==> src/hdl/ctts_pkg.sv <==
// ----------------------------------------------------------------------------
// ctts_pkg
// types, sizes and codes shared by the tick scheduler cells and control
// ----------------------------------------------------------------------------
package ctts_pkg;

	localparam int TASK_SLOTS = 16;
	localparam int SLOT_W     = ($clog2(TASK_SLOTS) > 0) ? $clog2(TASK_SLOTS) : 1;
	localparam int MAX_OUT    = 16;
	localparam int CNT_W      = $clog2(MAX_OUT + 1);

	typedef enum logic [1:0] {
		KIND_TICK     = 2'd0,
		KIND_ADD      = 2'd1,
		KIND_DELETE   = 2'd2,
		KIND_DISPATCH = 2'd3
	} kind_t;

	typedef struct packed {
		logic [1:0] kind;
		logic [7:0] task_tag;
		logic [7:0] first_delay;
		logic [7:0] repeat_period;
		logic [3:0] slot;
	} in_item_t;

	typedef struct packed {
		logic [3:0] slot_out;
		logic [7:0] tag_out;
		logic       ok;
		logic       full_error;
		logic       last;
	} out_item_t;

	// one task slot as held in a cell
	typedef struct packed {
		logic       occupied;
		logic [7:0] tag;
		logic [7:0] delay;
		logic [7:0] period;
		logic [7:0] runs;
	} slot_rec_t;

	typedef struct packed {
		kind_t      kind;
		logic [7:0] tag;
		logic [7:0] first_delay;
		logic [7:0] repeat_period;
		logic       del_hit;
		logic       add_free;
		logic       disp_room;
	} head_ctl_t;

	typedef struct packed {
		logic add_take;
		logic del_was;
		logic disp_take;
	} head_sts_t;

endpackage

==> src/hdl/ctts_cell.sv <==
// ----------------------------------------------------------------------------
// ctts_cell
// one slot register of the rotating task ring, loads from its neighbour
// ----------------------------------------------------------------------------
module ctts_cell
	import ctts_pkg::*;
(
	input  logic      clk,
	input  logic      arst_n,
	input  logic      shift,
	input  slot_rec_t d,
	output slot_rec_t q
);

	slot_rec_t rec_q;

	always_ff @(posedge clk or negedge arst_n) begin
		if (!arst_n) begin
			rec_q <= '0;
		end else if (shift) begin
			rec_q <= d;
		end
	end

	assign q = rec_q;

endmodule

==> src/hdl/ctts_head.sv <==
// ----------------------------------------------------------------------------
// ctts_head
// slot update unit at the head of the ring, applies the current item's
// operation to the slot passing by
// ----------------------------------------------------------------------------
module ctts_head
	import ctts_pkg::*;
(
	input  slot_rec_t cur,
	input  head_ctl_t ctl,
	output slot_rec_t nxt,
	output head_sts_t sts
);

	always_comb begin
		nxt = cur;
		sts = '0;
		case (ctl.kind)
			KIND_TICK: begin
				if (cur.occupied) begin
					if (cur.delay == 8'd0) begin
						if (cur.runs != 8'hFF) nxt.runs = cur.runs + 8'd1;
						if (cur.period != 8'd0) nxt.delay = cur.period;
					end else begin
						nxt.delay = cur.delay - 8'd1;
					end
				end
			end
			KIND_ADD: begin
				if (ctl.add_free && !cur.occupied) begin
					sts.add_take = 1'b1;
					nxt.occupied = 1'b1;
					nxt.tag      = ctl.tag;
					nxt.delay    = ctl.first_delay;
					nxt.period   = ctl.repeat_period;
					nxt.runs     = 8'd0;
				end
			end
			KIND_DELETE: begin
				if (ctl.del_hit) begin
					sts.del_was = cur.occupied;
					nxt = '0;
				end
			end
			KIND_DISPATCH: begin
				if (ctl.disp_room && cur.runs != 8'd0) begin
					sts.disp_take = 1'b1;
					nxt.runs = cur.runs - 8'd1;
					// one-shot task leaves the table once run
					if (cur.period == 8'd0) nxt = '0;
				end
			end
			default: begin
				nxt = cur;
			end
		endcase
	end

endmodule

==> src/hdl/cooperative_task_tick_scheduler_top.sv <==
// ----------------------------------------------------------------------------
// cooperative_task_tick_scheduler_top
// time-triggered cooperative scheduler built as a rotating ring of slot cells
// ----------------------------------------------------------------------------
// The task table lives in a ring of TASK_SLOTS cells. Every item (tick, add,
// delete or dispatch) turns the ring once, one slot per cycle unless the ring
// is held, past a single update unit at its head, and then closes in the flush
// state with its closing result, if any; a new item is taken only once the
// block is back in idle. A waiting output register holds the ring only when
// a new dispatch result has to leave while the previous one has not yet been
// taken, and the closing result waits in the same way until the output
// register is free. Add and delete give one result each, tick gives none, and
// a dispatch gives one result per pending slot in slot order (at most
// sixteen), or a single empty result when nothing is pending.
// ----------------------------------------------------------------------------
module cooperative_task_tick_scheduler_top
	import ctts_pkg::*;
(
	input  logic      clk,
	input  logic      arst_n,
	input  logic      in_valid,
	output logic      in_ready,
	input  in_item_t  in_item,
	output logic      out_valid,
	input  logic      out_ready,
	output out_item_t out_item
);

	localparam int CMP_W = (SLOT_W > 4) ? SLOT_W : 4;

	typedef enum logic [1:0] {
		ST_IDLE,
		ST_RUN,
		ST_FLUSH
	} state_t;

	state_t            state_q;
	in_item_t          op_q;
	logic [SLOT_W-1:0] step_q;
	logic              found_q;
	logic [3:0]        add_slot_q;
	logic              was_q;
	logic [CNT_W-1:0]  cnt_q;
	logic              hold_valid_q;
	logic [3:0]        hold_slot_q;
	logic [7:0]        hold_tag_q;
	logic              full_q;
	logic              out_valid_q;
	out_item_t         out_q;

	// ring of slot cells, cell 0 is the head
	slot_rec_t cell_q [TASK_SLOTS];
	slot_rec_t head_nxt;
	head_ctl_t ctl;
	head_sts_t sts;
	logic      shift;

	logic [CMP_W-1:0] step_ext;
	logic [CMP_W-1:0] slot_ext;
	logic             out_free;
	logic             emit_hold;
	logic             stall;
	logic             last_step;
	logic             out_load;

	assign step_ext = CMP_W'(step_q);
	assign slot_ext = CMP_W'(op_q.slot);

	assign ctl.kind          = kind_t'(op_q.kind);
	assign ctl.tag           = op_q.task_tag;
	assign ctl.first_delay   = op_q.first_delay;
	assign ctl.repeat_period = op_q.repeat_period;
	assign ctl.del_hit       = (step_ext == slot_ext);
	assign ctl.add_free      = !found_q;
	assign ctl.disp_room     = (cnt_q < CNT_W'(MAX_OUT));

	ctts_head u_head (
		.cur (cell_q[0]),
		.ctl (ctl),
		.nxt (head_nxt),
		.sts (sts)
	);

	// the updated head slot re-enters at the tail, the rest move one on
	genvar gi;
	generate
		for (gi = 0; gi < TASK_SLOTS; gi++) begin : g_ring
			if (gi == TASK_SLOTS - 1) begin : g_tail
				ctts_cell u_cell (
					.clk    (clk),
					.arst_n (arst_n),
					.shift  (shift),
					.d      (head_nxt),
					.q      (cell_q[gi])
				);
			end else begin : g_body
				ctts_cell u_cell (
					.clk    (clk),
					.arst_n (arst_n),
					.shift  (shift),
					.d      (cell_q[gi+1]),
					.q      (cell_q[gi])
				);
			end
		end
	endgenerate

	assign out_free  = !out_valid_q || out_ready;
	// a pending slot pushes out the one held before it, which is not the last
	assign emit_hold = (ctl.kind == KIND_DISPATCH) && sts.disp_take && hold_valid_q;
	assign stall     = emit_hold && !out_free;
	assign shift     = (state_q == ST_RUN) && !stall;
	assign last_step = (step_q == SLOT_W'(TASK_SLOTS - 1));
	// a result enters the output register this cycle
	assign out_load  = (shift && emit_hold) ||
	                   ((state_q == ST_FLUSH) && (ctl.kind != KIND_TICK) && out_free);

	assign in_ready  = (state_q == ST_IDLE);
	assign out_valid = out_valid_q;
	assign out_item  = out_q;

	always_ff @(posedge clk or negedge arst_n) begin
		if (!arst_n) begin
			state_q      <= ST_IDLE;
			op_q         <= '0;
			step_q       <= '0;
			found_q      <= 1'b0;
			add_slot_q   <= 4'd0;
			was_q        <= 1'b0;
			cnt_q        <= '0;
			hold_valid_q <= 1'b0;
			hold_slot_q  <= 4'd0;
			hold_tag_q   <= 8'd0;
			full_q       <= 1'b0;
			out_valid_q  <= 1'b0;
			out_q        <= '0;
		end else begin
			if (out_load) begin
				out_valid_q <= 1'b1;
			end else if (out_ready) begin
				out_valid_q <= 1'b0;
			end
			case (state_q)
				ST_IDLE: begin
					if (in_valid) begin
						op_q         <= in_item;
						step_q       <= '0;
						found_q      <= 1'b0;
						was_q        <= 1'b0;
						cnt_q        <= '0;
						hold_valid_q <= 1'b0;
						state_q      <= ST_RUN;
					end
				end
				ST_RUN: begin
					if (shift) begin
						if (sts.add_take) begin
							found_q    <= 1'b1;
							add_slot_q <= 4'(step_q);
						end
						if (ctl.del_hit) was_q <= sts.del_was;
						if (sts.disp_take) begin
							cnt_q        <= cnt_q + CNT_W'(1);
							hold_valid_q <= 1'b1;
							hold_slot_q  <= 4'(step_q);
							hold_tag_q   <= cell_q[0].tag;
						end
						if (emit_hold) begin
							out_q <= '{slot_out: hold_slot_q, tag_out: hold_tag_q,
							           ok: 1'b1, full_error: full_q, last: 1'b0};
						end
						if (last_step) begin
							step_q  <= '0;
							state_q <= ST_FLUSH;
						end else begin
							step_q <= step_q + SLOT_W'(1);
						end
					end
				end
				ST_FLUSH: begin
					// closing result of the item
					if (ctl.kind == KIND_TICK) begin
						state_q <= ST_IDLE;
					end else if (out_free) begin
						state_q <= ST_IDLE;
						case (ctl.kind)
							KIND_ADD: begin
								if (found_q) begin
									out_q <= '{slot_out: add_slot_q, tag_out: op_q.task_tag,
									           ok: 1'b1, full_error: full_q, last: 1'b1};
								end else begin
									full_q <= 1'b1;
									out_q  <= '{slot_out: 4'd0, tag_out: op_q.task_tag,
									           ok: 1'b0, full_error: 1'b1, last: 1'b1};
								end
							end
							KIND_DELETE: begin
								out_q <= '{slot_out: op_q.slot, tag_out: 8'd0,
								           ok: was_q, full_error: full_q, last: 1'b1};
							end
							KIND_DISPATCH: begin
								if (hold_valid_q) begin
									out_q <= '{slot_out: hold_slot_q, tag_out: hold_tag_q,
									           ok: 1'b1, full_error: full_q, last: 1'b1};
								end else begin
									out_q <= '{slot_out: 4'd0, tag_out: 8'd0,
									           ok: 1'b0, full_error: full_q, last: 1'b1};
								end
							end
							default: begin
								out_q <= '0;
							end
						endcase
					end
				end
				default: begin
					state_q <= ST_IDLE;
				end
			endcase
		end
	end

endmodule
==> config.mk <==
export PLATFORM = sky130hd
export DESIGN_NAME = cooperative_task_tick_scheduler_top
export DESIGN_NICKNAME = d
export VERILOG_FILES = /design/src/hdl/ctts_pkg.sv /design/src/hdl/ctts_cell.sv /design/src/hdl/ctts_head.sv /design/src/hdl/cooperative_task_tick_scheduler_top.sv
export SDC_FILE = /design/constraint.sdc
export NUM_CORES = 1
export LEC_CHECK = 0
export BUFFER_PORTS_ARGS = -buffer_cell sky130_fd_sc_hd__buf_2
export CAP_MARGIN = 20
export CELL_PAD_IN_SITES_DETAIL_PLACEMENT = 1
export CELL_PAD_IN_SITES_GLOBAL_PLACEMENT = 2
export CORE_MARGIN = 8
export CORE_UTILIZATION = 42
export DETAILED_ROUTE_END_ITERATION = 10
export HOLD_SLACK_MARGIN = 0.05
export PLACE_DENSITY_LB_ADDON = 0.05
export SYNTH_ARGS = -nofsm -noshare
export SYNTH_HDL_FRONTEND = slang
export SYNTH_SLANG_ARGS = --single-unit
==> constraint.sdc <==
create_clock -name clk -period 6.3 [get_ports clk]
set_input_delay 1.26 -clock clk [delete_from_list [all_inputs] [get_ports clk]]
set_output_delay 1.26 -clock clk [all_outputs]
set_load 0.02 [all_outputs]
==> results.sh, run 1 <==
export IMPL_cts_tree="done"
export IMPL_final_cell_mix="nand2_1, dfrtp_1, clkbuf_16"
export IMPL_cts_made_buffers=70
export IMPL_worstPathArrival_ps=4090
export IMPL_leakage_nw=14.8
export IMPL_synth_seq_cells=605
export IMPL_min_delay_path_class="reg2reg"
export IMPL_min_to="g_ring[8].g_body.u_cell.q[31]$_DFFE_PN0P_"
export IMPL_cp_max_fo=222
export IMPL_hold_depth=2
export IMPL_post_cts_resized=0
export IMPL_die_y_microns=257
export IMPL_rr_startpoint="g_ring[0].g_body.u_cell.q[0]$_DFFE_PN0P_"
export IMPL_clk_pin_slew_ps=60
export IMPL_final_nets=2747
export IMPL_holdWs_ps=455
export IMPL_design_die_area_sq_mm=0.0658
export IMPL_rows=88
export IMPL_syn_area_sq_mm=0.0243
export IMPL_grt_pass1_wl_microns=97000
export IMPL_cts_hold_buf=0
export IMPL_grt_pass1_vias=18900
export IMPL_gp_congestion=0.820
export IMPL_drv_slew=0
export IMPL_wl_per_cell_microns=16.0
export IMPL_startpoint_type="register"
export IMPL_r2r_slack_ps=2730
export IMPL_clockBufferDepth=3
export IMPL_syn_inst=2724
export IMPL_drv_cap=0
export IMPL_clock_latency_ps=610
export IMPL_diodes=0
export IMPL_coreArea_sq_mm=0.0575
export IMPL_die_x_microns=257
export IMPL_hold_start="g_ring[9].g_body.u_cell.q[31]$_DFFE_PN0P_"
export IMPL_cts_setup_buffers=0
export IMPL_grt_max_degree=223
export IMPL_final_common_cell="nand2_1"
export IMPL_hpwl_microns=33800
export IMPL_async_flop_share=1.00
export IMPL_r2r_cells=8
export IMPL_antenna_left=0
export IMPL_ir_worst_vdd_uv=529
export IMPL_cts_root_buffer="clkbuf_16"
export IMPL_gr_total_overflow=0
export IMPL_finalHoldViolCount=0
export IMPL_grt_antenna_before_repair=0
export IMPL_vias_per_cell=5.02
export IMPL_worst_setup_path_type="reg2reg"
export IMPL_ios=51
export IMPL_drive_gt1_frac=0.0775
export IMPL_worst_slew_pin_slew_ps=991
export IMPL_area_delta_synth_final_pct=13.1
export IMPL_first_pass_iters=8
export IMPL_port_buffers=50
export IMPL_synthesis_nets=2764
export IMPL_period_minus_slack_ps=3570
export IMPL_initial_core_util=0.423
export IMPL_rsz0062_at_grt="false"
export IMPL_grt_usage=0.173
export IMPL_status="finished, final reports clean"
export IMPL_drt_iter0_drc=1341
export IMPL_fin_crit_sh=0.566
export IMPL_fmax_ghz=0.280
export IMPL_synth_edf_count=0
export IMPL_yosysSeqAreaShare=0.623
export IMPL_setup_tns_ps=0
export IMPL_critPathRequiredTime_ps=6830
export IMPL_rr_endpoint="g_ring[1].g_body.u_cell.q[20]$_DFFE_PN0P_"
export IMPL_power_density_mw_per_mm2=524
export IMPL_ys_flop_type="dfrtp_1"
export IMPL_synth_warnings=0
export IMPL_p_total_mw=14.4
export IMPL_setup_viol=0
export IMPL_cts_max_level=3
export IMPL_synth_cell_types=65
export IMPL_crit_path_end_kind="register"
export IMPL_cts_sinks=605
export IMPL_syn_area_per_cell_sq_um=8.92
export IMPL_route_vias_total=17700
export IMPL_drt_wl_total_microns=56300
export IMPL_slew_limit_headroom=0.337
export IMPL_drc=0
export IMPL_finClkSkew_ps=26.2
[sequential cells by signal (all words and copies together) (netlist names), 2 cells and up]
signal,count
hold_slot_q,4
state_q,2
cnt_q,5
slot_ext,4
g_ring.g_body.u_cell.q,495
step_ext,4
ctl,26
add_slot_q,4
hold_tag_q,8
g_ring.g_tail.u_cell.q,33
out_item,15
[per-stage QoR]
| stage | std cells | setup slack (ps) | util | cell area [sq um] |
|---|---|---|---|---|
| floorplan | 2724 | 3670 | - | 24300 |
| global placement | 3399 | 2670 | 0.437 | 25100 |
| detailed placement | 3399 | 2570 | 0.437 | 25100 |
| CTS | 3526 | 2730 | 0.478 | 27500 |
| global route | 3527 | 2450 | 0.478 | 27500 |
| finish | 3527 | 2730 | 0.478 | 27500 |
[report_power, final]
| group | internal (mW) | switching (mW) | leakage (nW) |
|---|---|---|---|
| sequential | 5.25 | 0.935 | 8.05 |
| clock | 2.51 | 1.60 | 1.17 |
| combinational | 1.21 | 2.89 | 5.57 |
[cells in the mapped netlist, types with 7 or more instances]
master | number | share of area
nand2_1 | 1601 | 0.25
dfrtp_1 | 605 | 0.62
buf_2 | 85 | 0.018
clkbuf_1 | 68 | 0.011
nor2_1 | 63 | 0.0097
o21ai_0 | 43 | 0.0089
a21oi_1 | 23 | 0.0047
a31oi_1 | 20 | 0.0051
mux2_2 | 19 | 0.0088
a22oi_1 | 15 | 0.0046
a221oi_1 | 12 | 0.0043
a221o_1 | 11 | 0.0045
nor3_1 | 10 | 0.0021
inv_1 | 9 | 0.0014
nand2b_1 | 7 | 0.0018
nand3_1 | 7 | 0.0014
nand4_1 | 7 | 0.0018
nor2b_1 | 7 | 0.0018
[layer usage]
metal	part of all wire	vias up	GRT usage	wire length [microns]
li1	-	8541	-	-
met1	0.47	8854	0.234	26300
met2	0.48	185	0.282	26900
met3	0.026	122	0.0302	1460
met4	0.030	0	0.0581	1660
met5	0	-	0	0
[final cells by class]
class | count | area, sq um
Fill cell | 6661 | 30000
Sequential cell | 605 | 15100
Multi-Input combinational cell | 1953 | 8450
Clock buffer | 106 | 2100
Tap cell | 765 | 957
Timing Repair Buffer | 68 | 553
Clock inverter | 21 | 256
Inverter | 9 | 33.8
[critical path, stage by stage, from the launching register on]
cell and delay, ps:
dfrtp_1 500, inv_1 200, ha_1 210, nor4b_4 510
a21oi_1 390, a31oi_4 490, buf_12 620, nand2_1 220
nand2_1 120
[cells by family after synthesis]
family                   count (synthesis)  share of synthesized area
AND/OR/NAND/NOR                       1741                      0.279
flip-flops                             605                      0.623
AO/OA/AOI/OAI                          178                     0.0524
buffers and inverters                  166                     0.0303
multiplexers                            22                     0.0100
XOR/XNOR                                 6                    0.00216
adder cells (fa/ha/maj)                  6                    0.00309
[worst max-delay path by stage]
stage | to | slack [ps] | start | cells after the start
after floorplan | g_ring[0].g_body.u_cell.q[7]$_DFFE_PN0P_ | 3670 | out_ready | 7
after global placement | g_ring[12].g_body.u_cell.q[22]$_DFFE_PN0P_ | 2670 | out_ready | 7
after detailed placement | g_ring[7].g_body.u_cell.q[20]$_DFFE_PN0P_ | 2570 | out_ready | 7
after CTS | g_ring[15].g_tail.u_cell.q[22]$_DFFE_PN0P_ | 2730 | g_ring[0].g_body.u_cell.q[0]$_DFFE_PN0P_ | 8
after global routing | g_ring[15].g_tail.u_cell.q[22]$_DFFE_PN0P_ | 2450 | g_ring[0].g_body.u_cell.q[0]$_DFFE_PN0P_ | 8
final | g_ring[1].g_body.u_cell.q[20]$_DFFE_PN0P_ | 2730 | g_ring[0].g_body.u_cell.q[0]$_DFFE_PN0P_ | 8
Power figures use the tool's default switching activity.
==> inputs of run 2 (changes only) <==
--- a/config.mk
+++ b/config.mk
@@ -10,7 +10,7 @@
 export CELL_PAD_IN_SITES_DETAIL_PLACEMENT = 1
 export CELL_PAD_IN_SITES_GLOBAL_PLACEMENT = 2
 export CORE_MARGIN = 8
-export CORE_UTILIZATION = 42
+export CORE_UTILIZATION = 39
 export DETAILED_ROUTE_END_ITERATION = 10
 export HOLD_SLACK_MARGIN = 0.05
 export PLACE_DENSITY_LB_ADDON = 0.05
==> constraint.sdc (replaced) <==
create_clock -name clk -period 3.3 [get_ports clk]
set_input_delay 0.66 -clock clk [delete_from_list [all_inputs] [get_ports clk]]
set_output_delay 0.66 -clock clk [all_outputs]
set_load 0.02 [all_outputs]
==> run 2 against run 1 <==
Total power grew 92%. Worst setup slack lost 2200 ps. Clock skew shrank 4.0 ps. Utilization shrank 2.6 points. Routed wire length grew 3.3%. Combinational power grew 110%. Worst hold slack lost 380 ps. Sequential share of layout area shrank 0.83 points. Largest cell class unchanged.
==> results.sh, run 2 (synthesized netlist as in run 1, its figures left out) <==
export IMPL_slew_limit_headroom=0.359
export IMPL_vias_per_cell=4.91
export IMPL_grt_max_degree=105
export IMPL_worst_slew_pin_slew_ps=962
export IMPL_routed_top_layer="met4"
export IMPL_wl_met3_microns=1610
export IMPL_drt_iter0_drc=1009
export IMPL_power_internal_mw=17.2
export IMPL_design_die_area_sq_mm=0.0706
export IMPL_initial_core_util=0.394
export IMPL_drc=0
export IMPL_fmax_ghz=0.362
export IMPL_finClkSkew_ps=22.2
export IMPL_cts_hold_buf=0
export IMPL_die_y_microns=266
export IMPL_post_cts_resized=0
export IMPL_drt_wl_total_microns=58100
export IMPL_period_minus_slack_ps=2760
export IMPL_setup_tns_ps=0
export IMPL_critPathLaunch="g_ring[0].g_body.u_cell.q[0]$_DFFE_PN0P_"
export IMPL_clock_latency_ps=610
export IMPL_first_pass_iters=4
export IMPL_startpoint_type="register"
export IMPL_switching_power_mw=10.5
export IMPL_cp_max_fo=32
export IMPL_comb_power_share=0.306
export IMPL_coreArea_sq_mm=0.0617
export IMPL_rsz0062_at_grt="false"
export IMPL_worstPathArrival_ps=3240
export IMPL_cts_root_buffer="clkbuf_16"
export IMPL_diodes=0
export IMPL_power_frac_seq=0.423
export IMPL_largest_reg_flops=495
export IMPL_cts_max_level=3
export IMPL_clkPwrFrac=0.271
export IMPL_leakage_nw=15.0
export IMPL_route_met2_wl_microns=27900
export IMPL_clk_pin_slew_ps=60
export IMPL_grt_pass1_vias=19400
export IMPL_grt_antenna_before_repair=0
export IMPL_worst_setup_path_type="reg2reg"
export IMPL_final_cell_mix="nand2_1, dfrtp_1, clkbuf_16"
export IMPL_wl_met1_microns=27000
export IMPL_crit_chain="inv_1 > ha_1 > nor4b_4 > a2111o_1 > nand2_4 > buf_12 > buf_4 > a221oi_1 > nor2_1"
export IMPL_netSwitchingFraction=0.378
export IMPL_wl_per_cell_microns=16.0
export IMPL_setup_viol=0
export IMPL_drv_cap=0
export IMPL_cts_tree="done"
export IMPL_rows=91
export IMPL_grt_usage=0.171
export IMPL_final_common_cell="nand2_1"
export IMPL_path_buf_inv=3
export IMPL_die_x_microns=266
export IMPL_final_nets=2790
export IMPL_area_delta_synth_final_pct=14.8
export IMPL_crit_path_end_kind="register"
export IMPL_antenna_left=0
export IMPL_finalHoldViolCount=0
export IMPL_cts_made_buffers=68
export IMPL_route_vias_total=17900
export IMPL_cts_sinks=605
export IMPL_fin_crit_sh=0.837
export IMPL_holdWs_ps=75.3
export IMPL_cts_setup_buffers=0
export IMPL_slowest_delay_ps=480
export IMPL_critPathRequiredTime_ps=3780
export IMPL_port_buffers=50
export IMPL_gp_congestion=0.820
export IMPL_clockBufferDepth=3
export IMPL_fin_util=0.452
export IMPL_grt_pass1_wl_microns=101000
export IMPL_hpwl_microns=36700
export IMPL_slowest_stage="dfrtp_1"
export IMPL_gr_total_overflow=0
export IMPL_drv_slew=0
export IMPL_ios=51
export IMPL_power_density_mw_per_mm2=992
export IMPL_rr_startpoint="g_ring[0].g_body.u_cell.q[0]$_DFFE_PN0P_"
export IMPL_drive_gt1_frac=0.0886
export IMPL_min_delay_path_class="in2async"
export IMPL_cpLargestDelayFamily="simple AND/OR/NAND/NOR gates"
export IMPL_ir_worst_vdd_uv=506
export IMPL_status="finished, final reports clean"
==> run 2: cell count changes in the layout (fill, tap and decap cells not counted), sizes merged <==
cell      delta
buf         +45
clkinv       -7
bufinv       -3
clkbuf       +1
clkinvlp     +1
inv          +1
==> run 2: per-layer routing <==
layer / up-vias / track usage
met1: 8954 / 0.225
met4: 0 / 0.0548
met5: - / 0
met3: 106 / 0.0309
li1: 8621 / -
met2: 180 / 0.285
==> run 2: final timing paths <==
check | end | slack (ps) | cells past startpoint
setup / recovery | g_ring[15].g_tail.u_cell.q[8]$_DFFE_PN0P_ | 540 | 9
hold / removal | g_ring[2].g_body.u_cell.q[8]$_DFFE_PN0P_ | 80 | 1
setup reg to reg | g_ring[15].g_tail.u_cell.q[8]$_DFFE_PN0P_ | 540 | 9
hold reg to reg | g_ring[10].g_body.u_cell.q[18]$_DFFE_PN0P_ | 460 | 2
max in group asynchronous | ctl[16]$_DFFE_PN0P_ | 2300 | 2
min in group clk | ctl[26]$_DFFE_PN0P_ | 250 | 3
==> run 2: per-stage QoR <==
step	worst slack, ps	cells	power, mW	area (sq um)
6_report	540	3637	27.7	27900
5_1_grt	356	3637	29.9	27900
4_1_cts	530	3637	28.3	27900
3_5_place_dp	569	3517	20.5	25700
3_3_place_gp	688	3517	20.2	25700
2_1_floorplan	961	2724	17.4	24300
==> run 2: layout make-up <==
type | count | area [sq um]
tap | 837 | 1050
inverter | 9 | 33.8
clock buffer | 107 | 2060
fill | 7134 | 33800
clock inverter | 13 | 144
sequential | 605 | 15100
multi-input combinational | 1953 | 8450
timing repair buffer | 113 | 1030
==> run 2: power groups by stage <==
stage	Clock [mW]	Sequential [mW]	Combinational [mW]
CTS	7.79	11.8	8.71
floorplan	0	11.3	6.10
finish	7.50	11.7	8.48
detailed placement	0	11.8	8.65
global route	8.06	12.1	9.77
global placement	0	11.8	8.42
